`config.mk`:
```
export PLATFORM = sky130hd
export DESIGN_NAME = bpd_back
export DESIGN_NICKNAME = d
export VERILOG_FILES = /design/src/rtl/core/assert_macros.svh /design/src/rtl/core/bpd_pkg.sv /design/src/rtl/core/bpd_back.sv
export SDC_FILE = /design/constraint.sdc
export NUM_CORES = 1
export LEC_CHECK = 0
export ABC_AREA = 1
export BUFFER_PORTS_ARGS = -buffer_cell sky130_fd_sc_hd__buf_2
export CORE_AREA = 2 2 89 91
export DETAILED_ROUTE_END_ITERATION = 16
export DIE_AREA = 0 0 91 93
export PLACE_DENSITY_LB_ADDON = 0.3
export SYNTH_ARGS = -nofsm -noshare
export SYNTH_HDL_FRONTEND = slang
export SYNTH_SLANG_ARGS = --single-unit
```
`constraint.sdc`:
```
create_clock -name clk -period 2.9 [get_ports clk]
set_input_delay 0.58 -clock clk [delete_from_list [all_inputs] [get_ports clk]]
set_output_delay 0.58 -clock clk [all_outputs]
set_load 0.02 [all_outputs]
```
`src/rtl/core/assert_macros.svh`:
```
// Assertion macros shared by the decoder's checking code.
// Needs a clk and an active-low arst_n in the scope where a macro is used.
`ifndef ASSERT_MACROS_SVH
`define ASSERT_MACROS_SVH

// Condition that must hold at every clock edge out of reset.
`define CHK_ALWAYS(label, cond, msg) \
	label: assert property (@(posedge clk) disable iff (!arst_n) (cond)) \
		else $error(msg);

// Condition that must hold in the cycle after a trigger.
`define CHK_NEXT(label, trig, cons, msg) \
	label: assert property (@(posedge clk) disable iff (!arst_n) (trig) |=> (cons)) \
		else $error(msg);

`endif

```
`src/rtl/core/bpd_pkg.sv`:
```
// Shared types and constants of the bitmap pixel row decoder.
// No dependencies; imported by every module of the block but bpd_ram.
package bpd_pkg;

	localparam int MAX_WIDTH     = 4096;
	localparam int MAX_HEIGHT    = 4096;
	localparam int PALETTE_DEPTH = 256;
	localparam int Q_DEPTH       = 4;

	// configuration register indexes
	localparam logic [1:0] REG_FORMAT = 2'd0;
	localparam logic [1:0] REG_WIDTH  = 2'd1;
	localparam logic [1:0] REG_HEIGHT = 2'd2;

	// pixel formats
	localparam logic [1:0] FMT_RGB24 = 2'd0;
	localparam logic [1:0] FMT_PAL8  = 2'd1;
	localparam logic [1:0] FMT_PAL4  = 2'd2;
	localparam logic [1:0] FMT_NONE  = 2'd3;

	// queue entry operations
	localparam logic [1:0] OP_PAL_WR = 2'd0;
	localparam logic [1:0] OP_RGB    = 2'd1;
	localparam logic [1:0] OP_LUT    = 2'd2;

	typedef struct packed {
		logic [1:0]  fmt;
		logic [12:0] width;
		logic [12:0] height;
	} bpd_cfg_t;

	typedef struct packed {
		logic [1:0]  op;
		logic        two_pix;  // lookup entry carries a second pixel
		logic [7:0]  idx_a;    // palette index, first pixel or palette write
		logic [7:0]  idx_b;
		logic [23:0] rgb;      // {red, green, blue}
		logic [11:0] col;      // column of the first pixel
		logic [11:0] row;
		logic        done_a;
		logic        done_b;
	} bpd_entry_t;

	typedef struct packed {
		logic        we;
		logic [7:0]  waddr;
		logic [23:0] wdata;
		logic        re;
		logic [7:0]  raddr;
	} bpd_ram_req_t;

endpackage

```
`src/rtl/core/bpd_back.sv`:
```
// Back end: runs queued operations, drives the palette RAM and holds the
// output word. Depends on bpd_pkg; the RAM itself sits in the top level.
module bpd_back import bpd_pkg::*; #(
	parameter int DEPTH = PALETTE_DEPTH
) (
	input  logic         clk,
	input  logic         arst_n,
	input  bpd_entry_t   head,
	input  logic         q_empty,
	output logic         pop,
	output bpd_ram_req_t ram_req,
	input  logic [23:0]  ram_rdata,
	output logic         out_valid,
	input  logic         out_ready,
	output logic [23:0]  out_rgb,
	output logic [11:0]  out_col,
	output logic [11:0]  out_row,
	output logic         out_last,
	output logic         out_done
);

	logic        half_q, half_n;
	logic        valid_s2;
	logic        from_ram_s2;
	logic        hit_s2;
	logic [23:0] rgb_s2;
	logic [11:0] col_s2;
	logic [11:0] row_s2;
	logic        last_s2;
	logic        done_s2;

	logic        adv;
	logic        load;
	logic        ld_from_ram;
	logic        ld_hit;
	logic [11:0] ld_col;
	logic        ld_last;
	logic        ld_done;
	logic [7:0]  rd_idx;

	assign adv = !valid_s2 || out_ready;

	always_comb begin
		pop         = 1'b0;
		half_n      = half_q;
		load        = 1'b0;
		ld_from_ram = 1'b0;
		ld_hit      = 1'b0;
		ld_col      = head.col;
		ld_last     = 1'b1;
		ld_done     = head.done_a;
		rd_idx      = half_q ? head.idx_b : head.idx_a;
		ram_req       = '0;
		ram_req.waddr = head.idx_a;
		ram_req.wdata = head.rgb;
		ram_req.raddr = rd_idx;
		if (!q_empty) begin
			unique case (head.op)
				OP_PAL_WR: begin
					// writes beyond the palette are dropped
					ram_req.we = (9'(head.idx_a) < 9'(DEPTH));
					pop        = 1'b1;
				end
				OP_RGB: begin
					if (adv) begin
						load = 1'b1;
						pop  = 1'b1;
					end
				end
				OP_LUT: begin
					if (adv) begin
						load        = 1'b1;
						ld_from_ram = 1'b1;
						ld_hit      = (9'(rd_idx) < 9'(DEPTH));
						ram_req.re  = ld_hit;
						if (half_q) begin
							ld_col  = head.col + 12'd1;
							ld_done = head.done_b;
						end else begin
							ld_last = !head.two_pix;
						end
						if (head.two_pix && !half_q) begin
							half_n = 1'b1;
						end else begin
							half_n = 1'b0;
							pop    = 1'b1;
						end
					end
				end
				default: begin
					pop = 1'b1;
				end
			endcase
		end
	end

	always_ff @(posedge clk or negedge arst_n) begin
		if (!arst_n) begin
			half_q   <= 1'b0;
			valid_s2 <= 1'b0;
		end else begin
			half_q <= half_n;
			if (adv) begin
				valid_s2 <= load;
			end
		end
	end

	always_ff @(posedge clk) begin
		if (adv && load) begin
			from_ram_s2 <= ld_from_ram;
			hit_s2      <= ld_hit;
			rgb_s2      <= head.rgb;
			col_s2      <= ld_col;
			row_s2      <= head.row;
			last_s2     <= ld_last;
			done_s2     <= ld_done;
		end
	end

	// RAM read data stays put while no new read is issued
	assign out_valid = valid_s2;
	assign out_rgb   = from_ram_s2 ? (hit_s2 ? ram_rdata : 24'd0) : rgb_s2;
	assign out_col   = col_s2;
	assign out_row   = row_s2;
	assign out_last  = last_s2;
	assign out_done  = done_s2;

endmodule

```
# Word level (Yosys, flattened, before mapping)
# Cells that the tools add are included.
[word_totals]
regBits = 53
inputBits = 97
[op_classes]
addsub = 1
n_eq_ne = 2
n_mux = 22
bitwise = 3
n_reduce_logical = 10
[ops]
columns = ["operator", "count"]
rows = [
  ["12-bit two-way mux", 4],
  ["24-bit two-way mux", 1],
  ["1-bit two-way mux", 15],
  ["12-bit by 1-bit adder with 12-bit output (second input constant)", 1],
  ["8-bit two-way mux", 1],
  ["4-bit OR reduction", 1],
  ["1-bit zero test", 3],
  ["1-bit inverter", 3],
  ["3-bit AND reduction", 1],
  ["2-bit by 1-bit == test with 1-bit output (second input constant)", 1],
  ["2-bit == test (second input constant)", 1],
  ["1-bit logical AND", 2],
  ["2-bit zero test", 1],
  ["1-bit one-hot mux with 2 select lines", 1],
  ["2-bit OR reduction", 1],
  ["1-bit logical OR", 1],
]

# Logic depth before layout (Yosys ltp)
# Gate-level depths: netlist of run 1.
[logic_depth]
ltp_word = 6
ltp_mapped = 8

# Worst setup path after synthesis of run 1
# Ideal clock, no wire load.
[synth_timing]
kind = "input-to-reg"
from = "input port head[67] (netlist bit)"
to = "register hit_s2 (enable)"
setup_ps = 460
arrival_ps = 3085
t_required_ps = 2440
path_slack_ps = -645
path_stages = 4
n_path_buf = 0
cell_sequence = "inv_1 -> ha_1 -> inv_1 -> nor2_1"
[synth_between]
elab_chain_len = 5
word_cells_on_any_way = 6
cone_classes = "eq/ne: 2; mux: 2; reduce/logical: 2"
[synth_lines]
columns = ["element", "line", "rtl"]
rows = [
  ["from (decl)", "bpd_back.sv:8", "input bpd_entry_t head,"],
  ["2-bit == test or 2-bit by 1-bit == test with 1-bit output (tied branches)", "bpd_back.sv:58", "unique case (head.op)"],
  ["2-bit OR reduction (no source line) *", "-", ""],
  ["1-bit two-way mux *", "-", ""],
  ["1-bit two-way mux *", "bpd_back.sv:57", "if (!q_empty) begin"],
  ["1-bit logical AND *", "bpd_back.sv:110", "if (adv && load) begin"],
  ["to (signal assigned)", "bpd_back.sv:112", "hit_s2 <= ld_hit;"],
  ["to (decl)", "bpd_back.sv:25", "logic hit_s2;"],
]
# Mark *: on every way between the ends. The rest lies on a longest branch, timed or not.
# A chain may end at the register's enable or synchronous reset.

==> out/results.ini, run 1 <==
[synthesis]
syn_area_um2 = 2690
synth_compound_area_share_pct = 0.699
async_reset_ff_share_pct = 3.77
synth.distinct_cells = 21
synth.largest_area_cell = edfxtp_1
syn_area_per_cell_um2 = 11.5
synth_xor_area_share_pct = 1.30
synthAdderAreaFrac_pct = 1.86
muxShareOfSynthArea_pct = 10.1
synthTopCellsByArea = edfxtp_1 57%, mux2_2 10%, buf_4 9.2%, nand2_1 7.8%, inv_1 3.4%
synth_ff_type = edfxtp_1
synth_top_family_by_area = simple AND/OR/NAND/NOR gates
synth_edf_count = 51
synth_simple_gate_area_share_pct = 13.7
seq_area_frac_synth_pct = 58.9
ys_ff_latch = 53
synth_top_area_share_pct = 57.0
yosys_warnings = 0
synthCells = 233
synth_nets = 334

[setup_path]
r2r_end = out_col[3]
crit_type = flip-flop to output port
critPathCaptureType = output port
reg2reg_from = half_q
setup.worst_path.start_class = flip-flop
cp.arrival_ns = 1.62
regToRegSetupSlack_ns = 1.34
required_ns = 2.32
cp_max_fo = 15
worst_r2r_path_depth = 6

[power]
p_per_area_nw_per_um2 = 502
p_int_mw = 1.31
p_switching_uw = 518
comb_power_share_pct = 23.4
clkPwrFrac_pct = 26.4
p_leak_nw = 1.79
peakVddDrop_mv = 0.251
seqPwrFrac_pct = 50.2
swShare_pct = 28.3

[clocking]
cts_setup_buffers = 0
post_cts_resized = 0
ctsHoldBuffers = 0
cts_root_buffer = clkbuf_8
cts_tree = built
cts_inserted_buffers = 5
insertion_delay_ns = 0.29
clock_path_buffers = 2
htree_levels = 2
clk_pin_slew_ns = 0.09
cts.sinks = 53

[routing]
routed_wl_um = 6060
wl_per_cell_um = 12.2
viasPerCell = 4.18
ant_nets = 0
drc = 0
dr.pass1.iters = 4
drtIter0Drc = 50
vias = 2081

[placement]
place_hpwl_um = 4850
port_buffers = 190
dp.cells = 490
routabilityCongestion = 0.740
dpl-instance-area_um2 = 3530

[timing]
fin_crit_ns = 2.20
tightest_slew_ns = 0.457
skew_ns = 0.00330
setup_viol = 0
hold_viol = 0
rsz0062_at_grt = false
fin_crit_sh_pct = 75.8
finalMaxSlewViolations = 0
relSlewSlack_pct = 69.6
fmax_mhz = 455
tns_ns = 0

[cells_and_area]
final_common_cell = buf_2
final_cells = 498
layout.nets = 496
final_cell_mix = 190 x buf_2, 56 x nand2_1, 51 x edfxtp_1
area_growth_pct = 35.6
layout-drive-gt1-share_pct = 57.6
final_area_um2 = 3640
diodes = 0

[global_routing]
grt_pass1_wl_um = 8830
overflow = 0
grt_pass1_vias = 1862
track_usage_pct = 13.2
grt_antenna_before_repair = 0
grt_max_degree = 52

[run]
drv_cap = 0

[floorplan]
die-area_um2 = 8460
core_um2 = 7530
rows = 32
ioPinCount = 191
fp.dieH_um = 93
die_x_um = 91
initial_core_util_pct = 35.7

[hold_path]
hold_path.class = primary input to asynchronous set/reset pin

[run_status]
outcome = completed

==> state kept, by name, indices dropped and copies added, names as in the netlist <==
signal	cells
out_col	12
out_done	1
half_q	1
out_last	1
rgb_s2	24
out_row	12
hit_s2	1
out_valid	1
==> Yosys cell counts (3+ instances only) <==
cell and number:
edfxtp_1 51, buf_4 33, inv_1 24, nand2_1 56
mux2_2 24, nand4_1 5, nand3_1 12, nor2_1 4
buf_2 3, ha_1 4
==> power by group through the flow <==
stage | logic [mW] | registers (mW) | clock network (mW)
4_1_cts | 0.436 | 0.918 | 0.501
3_3_place_gp | 0.427 | 0.934 | 0
3_5_place_dp | 0.434 | 0.936 | 0
5_1_grt | 0.466 | 0.925 | 0.525
2_1_floorplan | 0.256 | 0.955 | 0
6_report | 0.429 | 0.917 | 0.483
==> critical path: stages, from the launching register on <==
cell and delay, ns:
dfrtp_1 0.63, clkinv_1 0.35, nand2_1 0.14, nand2_1 0.05, buf_2 0.15
==> worst max-delay path by stage <==
| stage | to | from | slack (ns) |
|---|---|---|---|
| after floorplan | hit_s2 | head[67] | 0.19 |
| after CTS | ram_req[5] | half_q | 0.65 |
| final | ram_req[5] | half_q | 0.70 |
| after detailed placement | ram_req[8] | head[67] | 0.80 |
| after global routing | ram_req[5] | half_q | 0.49 |
| after global placement | ram_req[8] | head[67] | 0.85 |
==> routing by layer <==
layer  global-route usage, %  vias to the layer above  wire (um)
met5                       0                        -          0
met4                    4.17                        0         48
met3                    2.98                        4        496
met2                    23.7                      108       3120
met1                    15.8                      895       2390
li1                        -                     1074          -
==> kinds of logic after synthesis <==
kind of cell	count (synthesis)
xor+xnor	4
compound gates	3
fa+ha+maj	4
buf+inv	62
flops	53
mux	24
simple gates	83
==> layout make-up <==
class                      count  area (um^2)
multi-input combinational    118          751
sequential                    53         1580
clock buffer                   5         68.8
inverter                      25         93.8
fill                         728         3880
tap                          102          128
timing repair buffer         192          978
clock inverter                 3         41.3
==> metrics by stage <==
step,util [%],setup WS [ns],hold WS (ns),power (mW)
2_1_floorplan,-,0.195,0.284,1.21
3_3_place_gp,46.9,0.845,0.367,1.36
3_5_place_dp,46.9,0.801,0.369,1.37
4_1_cts,48.4,0.645,0.0402,1.86
5_1_grt,48.4,0.487,0.0370,1.92
6_report,48.4,0.702,0.0511,1.83
Power figures use the tool's default switching activity.
==> run 2: changes to the inputs <==
==> constraint.sdc (replaced) <==
create_clock -name clk -period 1.85 [get_ports clk]
set_input_delay 0.37 -clock clk [delete_from_list [all_inputs] [get_ports clk]]
set_output_delay 0.37 -clock clk [all_outputs]
set_load 0.02 [all_outputs]
==> run 2 against run 1 <==
Sequential share of layout area shrank 0.61 points. Global-route usage grew 0.80 points. Sequential power grew 56%. Total power grew 52%. Flip-flop and latch count is the same. Clock-buffer cell count is the same. Worst setup slack lost 0.61 ns. Routed wire length grew 1.7%. Critical path type unchanged. Largest cell class unchanged.
==> out/results.ini, run 2 (synthesis gave the netlist of run 1 again) <==
[setup_path]
cp_max_fo = 24  ; +9
cpLargestDelayFamily = flip-flops
setup.worst_path.start_class = flip-flop
slowest_stage = edfxtp_1
reg2reg_from = out_valid
critPathCaptureType = output port
crit_start = hit_s2
r2r_end = out_col[0]
crit_buf_inv = 2  ; unchanged
max_stage_delay_ns = 0.38  ; -0.25 ns
crit_type = flip-flop to output port
worst_r2r_path_depth = 5  ; -1
crit_chain = buf_12, mux2_2, buf_2
regToRegSetupSlack_ns = 0.50  ; -0.84 ns
cp.arrival_ns = 1.39  ; -0.23 ns
path_depth = 3  ; -1
required_ns = 1.48  ; -0.84 ns

[placement]
dp.cells = 492  ; +0.41%
routabilityCongestion = 0.758  ; +2.4%
place_hpwl_um = 4960  ; +2.3%
place_ws_ns = 0.226  ; -0.575 ns
port_buffers = 190  ; unchanged
dpl-instance-area_um2 = 3600  ; +1.8%

[cells_and_area]
final_cell_mix = 190 x buf_2, 54 x nand2_1, 51 x edfxtp_1
regMostFlops = rgb_s2
final_cells = 502  ; +0.80%
layout.nets = 499  ; +0.60%
fillerInstances = 734  ; +0.82%
area_growth_pct = 37.8
final_core_util_pct = 49.2  ; +0.76 points
final_area_um2 = 3700  ; +1.6%
final_common_cell = buf_2
largest_register_ff_count = 24  ; unchanged
layout-drive-gt1-share_pct = 59.9  ; +2.3 points

[routing]
routed_wl_um = 6160  ; +1.7%
viasPerCell = 4.25  ; +1.7%
ant_nets = 0  ; unchanged
wl_per_cell_um = 12.3  ; +0.92%
dr.pass1.iters = 4  ; unchanged
vias = 2133  ; +2.5%
drtIter0Drc = 64  ; +28%
drc = 0  ; unchanged

[power]
p_int_mw = 1.94  ; +48%
seqPwrFrac_pct = 51.7  ; +1.5 points
p_leak_nw = 1.80  ; +0.57%
clkPwrFrac_pct = 22.7  ; -3.7 points
p_per_area_nw_per_um2 = 750  ; +49%
swShare_pct = 30.0  ; +1.7 points
total_power_mw = 2.77  ; +52%
p_switching_uw = 832  ; +61%
comb_power_share_pct = 25.6  ; +2.2 points
peakVddDrop_mv = 0.265  ; +5.5%

[clocking]
insertion_delay_ns = 0.30  ; about the same
cts_tree = built
cts_inserted_buffers = 5  ; unchanged
cts.sinks = 53  ; unchanged
htree_levels = 2  ; unchanged
cts_setup_buffers = 0  ; unchanged
clock_path_buffers = 2  ; unchanged
clk_pin_slew_ns = 0.10  ; about the same
cts_root_buffer = clkbuf_8

[timing]
tns_ns = 0  ; unchanged
fmax_mhz = 569
tightest_slew_ns = 0.347  ; -0.110 ns
fin_crit_sh_pct = 95.1
setup_viol = 0  ; unchanged
fin_crit_ns = 1.76
skew_ns = 0.0106  ; +0.00731 ns
setup_slack_ns = 0.0910  ; -0.611 ns
finalMaxSlewViolations = 0  ; unchanged
rsz0062_at_grt = false
hold_viol = 0  ; unchanged
holdWs_ns = 0.239  ; +0.188 ns
relSlewSlack_pct = 76.7  ; +7.2 points

[floorplan]
initial_core_util_pct = 35.7  ; unchanged
die-area_um2 = 8460  ; unchanged
fp.dieH_um = 93  ; unchanged
rows = 32  ; unchanged
die_x_um = 91  ; unchanged
core_um2 = 7530  ; unchanged
ioPinCount = 191  ; unchanged

[global_routing]
grt_pass1_vias = 1903  ; +2.2%
grt_antenna_before_repair = 1  ; +1
overflow = 0  ; unchanged
grt_pass1_wl_um = 9410  ; +6.6%
track_usage_pct = 14.0  ; +0.80 points
grt_max_degree = 30  ; -42%

[hold_path]
hold_depth = 1
min_to = out_row[10]
hold_start = head[12]
hold_path.class = primary input to flip-flop

[run_status]
outcome = completed

[run]
drv_cap = 0  ; unchanged

run 2: cell types whose count changed in the layout (fill, tap and decap cells not counted), sizes merged:
cell | previous run | this run
buf | 192 | 194
dlygate4sd3 | 0 | 1
diode | 0 | 1
bufinv | 1 | 0
clkinv | 2 | 3
run 2: worst max-delay path by stage:
stage                             end  slack, ns
after detailed placement   ram_req[8]       0.23
final                      out_rgb[0]       0.09
after global routing      out_rgb[22]       0.02
after floorplan                hit_s2      0.009
after global placement     ram_req[8]       0.25
after CTS                  out_rgb[0]       0.06
run 2: routing by layer:
metal,vias to the layer above,wire length (um),GRT usage (%)
met5,-,0,0
met4,0,54,4.17
met3,4,515,4.67
met2,98,3110,24.4
met1,951,2480,16.4
li1,1080,-,-
run 2: final cells by class:
type | count | area [um^2] | share of cell area, %
antenna | 1 | 2.50 | 0.0676
multi-input combinational | 118 | 768 | 20.8
clock inverter | 3 | 17.5 | 0.473
clock buffer | 5 | 68.8 | 1.86
inverter | 25 | 103 | 2.77
sequential | 53 | 1580 | 42.8
tap | 102 | 128 | 3.45
timing repair buffer | 195 | 1030 | 27.8
run 2: what timing repair did:
item / CTS / global route
endpoints found under the setup margin: 0 / 8
gates resized for setup: 0 / 2
hold buffers: 1 / 0
hold endpoints to repair: 2 / 0
run 2: power by group through the flow:
stage / sequential [mW] / combinational, mW / clock (mW)
after floorplan: 1.50 / 0.409 / 0
after global placement: 1.46 / 0.702 / 0
after detailed placement: 1.46 / 0.713 / 0
after CTS: 1.43 / 0.717 / 0.659
after global routing: 1.44 / 0.770 / 0.706
final: 1.43 / 0.711 / 0.630
==> run 3: changes to the inputs <==
--- a/config.mk
+++ b/config.mk
@@ -5,11 +5,10 @@
 export SDC_FILE = /design/constraint.sdc
 export NUM_CORES = 1
 export LEC_CHECK = 0
-export ABC_AREA = 1
 export BUFFER_PORTS_ARGS = -buffer_cell sky130_fd_sc_hd__buf_2
-export CORE_AREA = 2 2 89 91
+export CORE_AREA = 2 2 87 89
 export DETAILED_ROUTE_END_ITERATION = 16
-export DIE_AREA = 0 0 91 93
+export DIE_AREA = 0 0 89 91
 export PLACE_DENSITY_LB_ADDON = 0.3
 export SYNTH_ARGS = -nofsm -noshare
 export SYNTH_HDL_FRONTEND = slang
==> run 3 against run 2 <==
Non-clock buffer count up 2. Synthesized area down 3.4%. Flip-flop and latch count unchanged. Combinational power down 6.6%. Fmax about the same. Largest power group unchanged.
==> out/results.ini, run 3 <==
[cells_and_area]
final_cell_mix = 190 x buf_2, 51 x edfxtp_1, 34 x mux2_1
layout.nets = 438  ; -12%
diodes = 0  ; -1
final_core_util_pct = 50.0  ; +0.81 points
layout-drive-gt1-share_pct = 62.3  ; +2.4 points
final_common_cell = buf_2
final_area_um2 = 3570  ; -3.6%
largest_register_ff_count = 24  ; unchanged
fillerInstances = 673  ; -8.3%
area_growth_pct = 37.5
regMostFlops = rgb_s2
final_cells = 436  ; -13%

[power]
total_power_mw = 2.68  ; -3.3%
p_per_area_nw_per_um2 = 753  ; +0.36%
peakVddDrop_mv = 0.270  ; +1.9%
p_leak_nw = 1.61  ; -11%

[timing]
rsz0062_at_grt = false
setup_viol = 0  ; unchanged
tns_ns = 0  ; unchanged
skew_ns = 0.00577  ; -0.00483 ns
relSlewSlack_pct = 80.9  ; +4.1 points
fin_crit_ns = 1.76  ; +0.000906 ns
fin_crit_sh_pct = 95.1  ; about the same
fmax_mhz = 568  ; about the same
finalMaxSlewViolations = 0  ; unchanged
holdWs_ns = 0.247  ; +0.00862 ns
setup_slack_ns = 0.0901  ; -0.000906 ns
tightest_slew_ns = 0.286  ; -0.0613 ns
hold_viol = 0  ; unchanged

[placement]
dp.cells = 425  ; -14%
port_buffers = 190  ; unchanged
place_ws_ns = 0.158  ; -0.0688 ns
place_hpwl_um = 4600  ; -7.4%
routabilityCongestion = 0.784  ; +3.4%
dpl-instance-area_um2 = 3440  ; -4.2%

[routing]
vias = 1906  ; -11%
dr.pass1.iters = 4  ; unchanged
routed_wl_um = 5730  ; -7.1%
ant_nets = 0  ; unchanged
drtIter0Drc = 39  ; -39%
drc = 0  ; unchanged
wl_per_cell_um = 13.1  ; +7.0%
viasPerCell = 4.37  ; +2.9%

[synthesis]
synth.most_common_cell = edfxtp_1
ys_ff_latch = 53  ; unchanged
yosys_warnings = 0  ; unchanged
synthCells = 171  ; -27%
synth.distinct_cells = 27  ; +29%
synth_top_area_share_pct = 59.1  ; +2.0 points
seq_area_frac_synth_pct = 61.0  ; +2.1 points
synth_ff_type = edfxtp_1
syn_area_um2 = 2590  ; -3.4%
syn_area_per_cell_um2 = 15.2  ; +32%
synth_top_cells_by_count = 51 x edfxtp_1, 34 x mux2_1, 33 x buf_4, 9 x xnor2_1
synth.largest_area_cell = edfxtp_1
synth_edf_count = 51  ; unchanged
async_reset_ff_share_pct = 3.77  ; unchanged
synth_nets = 272  ; -19%
synthTopCellsByArea = edfxtp_1 59%, mux2_1 15%, buf_4 9.6%, xnor2_1 3.0%, dfrtp_1 1.9%

[clocking]
cts_inserted_buffers = 5  ; unchanged
cts_tree = built
cts.sinks = 53  ; unchanged
insertion_delay_ns = 0.29  ; about the same
clk_pin_slew_ns = 0.09  ; about the same
htree_levels = 2  ; unchanged
cts_root_buffer = clkbuf_8
clock_path_buffers = 2  ; unchanged

[floorplan]
core_um2 = 7140  ; -5.2%
rows = 31  ; -3.1%
ioPinCount = 191  ; unchanged
die_x_um = 89  ; -2.2%
die-area_um2 = 8100  ; -4.3%
initial_core_util_pct = 36.3  ; +0.65 points
fp.dieH_um = 91  ; -2.2%

[global_routing]
grt_pass1_wl_um = 7950  ; -16%
grt_antenna_before_repair = 0  ; -1
grt_max_degree = 53  ; +77%
overflow = 0  ; unchanged
track_usage_pct = 13.0  ; -1.0 points
grt_pass1_vias = 1709  ; -10%

[setup_path]
cp.arrival_ns = 1.39  ; about the same
critPathCaptureType = output port
setup.worst_path.start_class = flip-flop
regToRegSetupSlack_ns = 0.27  ; -0.23 ns
cp_max_fo = 24  ; unchanged
required_ns = 1.48  ; about the same
crit_type = flip-flop to output port

[run]
drv_cap = 0  ; unchanged

[hold_path]
hold_path.class = primary input to flip-flop

[run_status]
outcome = completed

run 3: cell types whose count changed after synthesis, moves of 3 or more:
cell,delta
nor2_1,-4
nand2_1,-52
nand3_1,-8
mux2_1,+34
xnor2_1,+7
nor2b_1,+3
inv_1,-21
mux2_2,-24
run 3: layout make-up:
cell class	instances	area, um^2	share of cell area [%]
clock buffer	6	72.6	2.04
clock inverter	1	3.75	0.105
inverter	3	11.3	0.316
multi-input combinational	77	741	20.8
sequential	53	1580	44.4
tap	99	124	3.47
timing repair buffer	197	1030	28.9
run 3: path summary, 6_finish.rpt:
check	start	endpoint	depth (start not counted)
max	hit_s2	out_rgb[16]	3
min	head[8]	out_row[6]	1
max reg2reg	out_valid	rgb_s2[2]	4
min reg2reg	out_valid	out_valid	2
max in group asynchronous	arst_n	out_valid	2
min in group asynchronous	arst_n	half_q	2
run 3: kinds of logic (layout without fill, tap and decap cells):
family	after synthesis	after routing	synth area share (%)
AO/OA/AOI/OAI	3	3	0.820
XOR/XNOR	11	11	3.72
multiplexers	34	34	14.8
adder cells (fa/ha/maj)	4	4	1.93
AND/OR/NAND/NOR	25	25	6.61
buffers and inverters	41	207	11.1
flip-flops	53	53	61.0
run 3: worst max-delay path: stages (launching register included):
cell	delay, ns
edfxtp_1	0.36
buf_8	0.21
mux2_1	0.35
buf_2	0.17
run 3: power by group:
part / internal [mW] / leakage [nW] / switching, mW
clock: 0.256 / 0.0387 / 0.335
sequential: 1.41 / 0.496 / 0.0238
combinational: 0.274 / 1.07 / 0.391
total: 1.93 / 1.61 / 0.749
run 3: timing repair:
action | 4_1_cts | 5_1_grt
setup buffers | 0 | 3
gates resized for setup | 1 | 3
endpoints found under the hold margin | 2 | 0
setup endpoints to repair | 1 | 10
hold buffers | 1 | 0
run 3: routing by layer:
layer	GRT usage [%]	up-vias	wire length, um
li1	-	921	-
met1	13.9	850	2050
met2	23.3	126	2860
met3	4.91	9	728
met4	3.86	0	85
met5	0	-	0
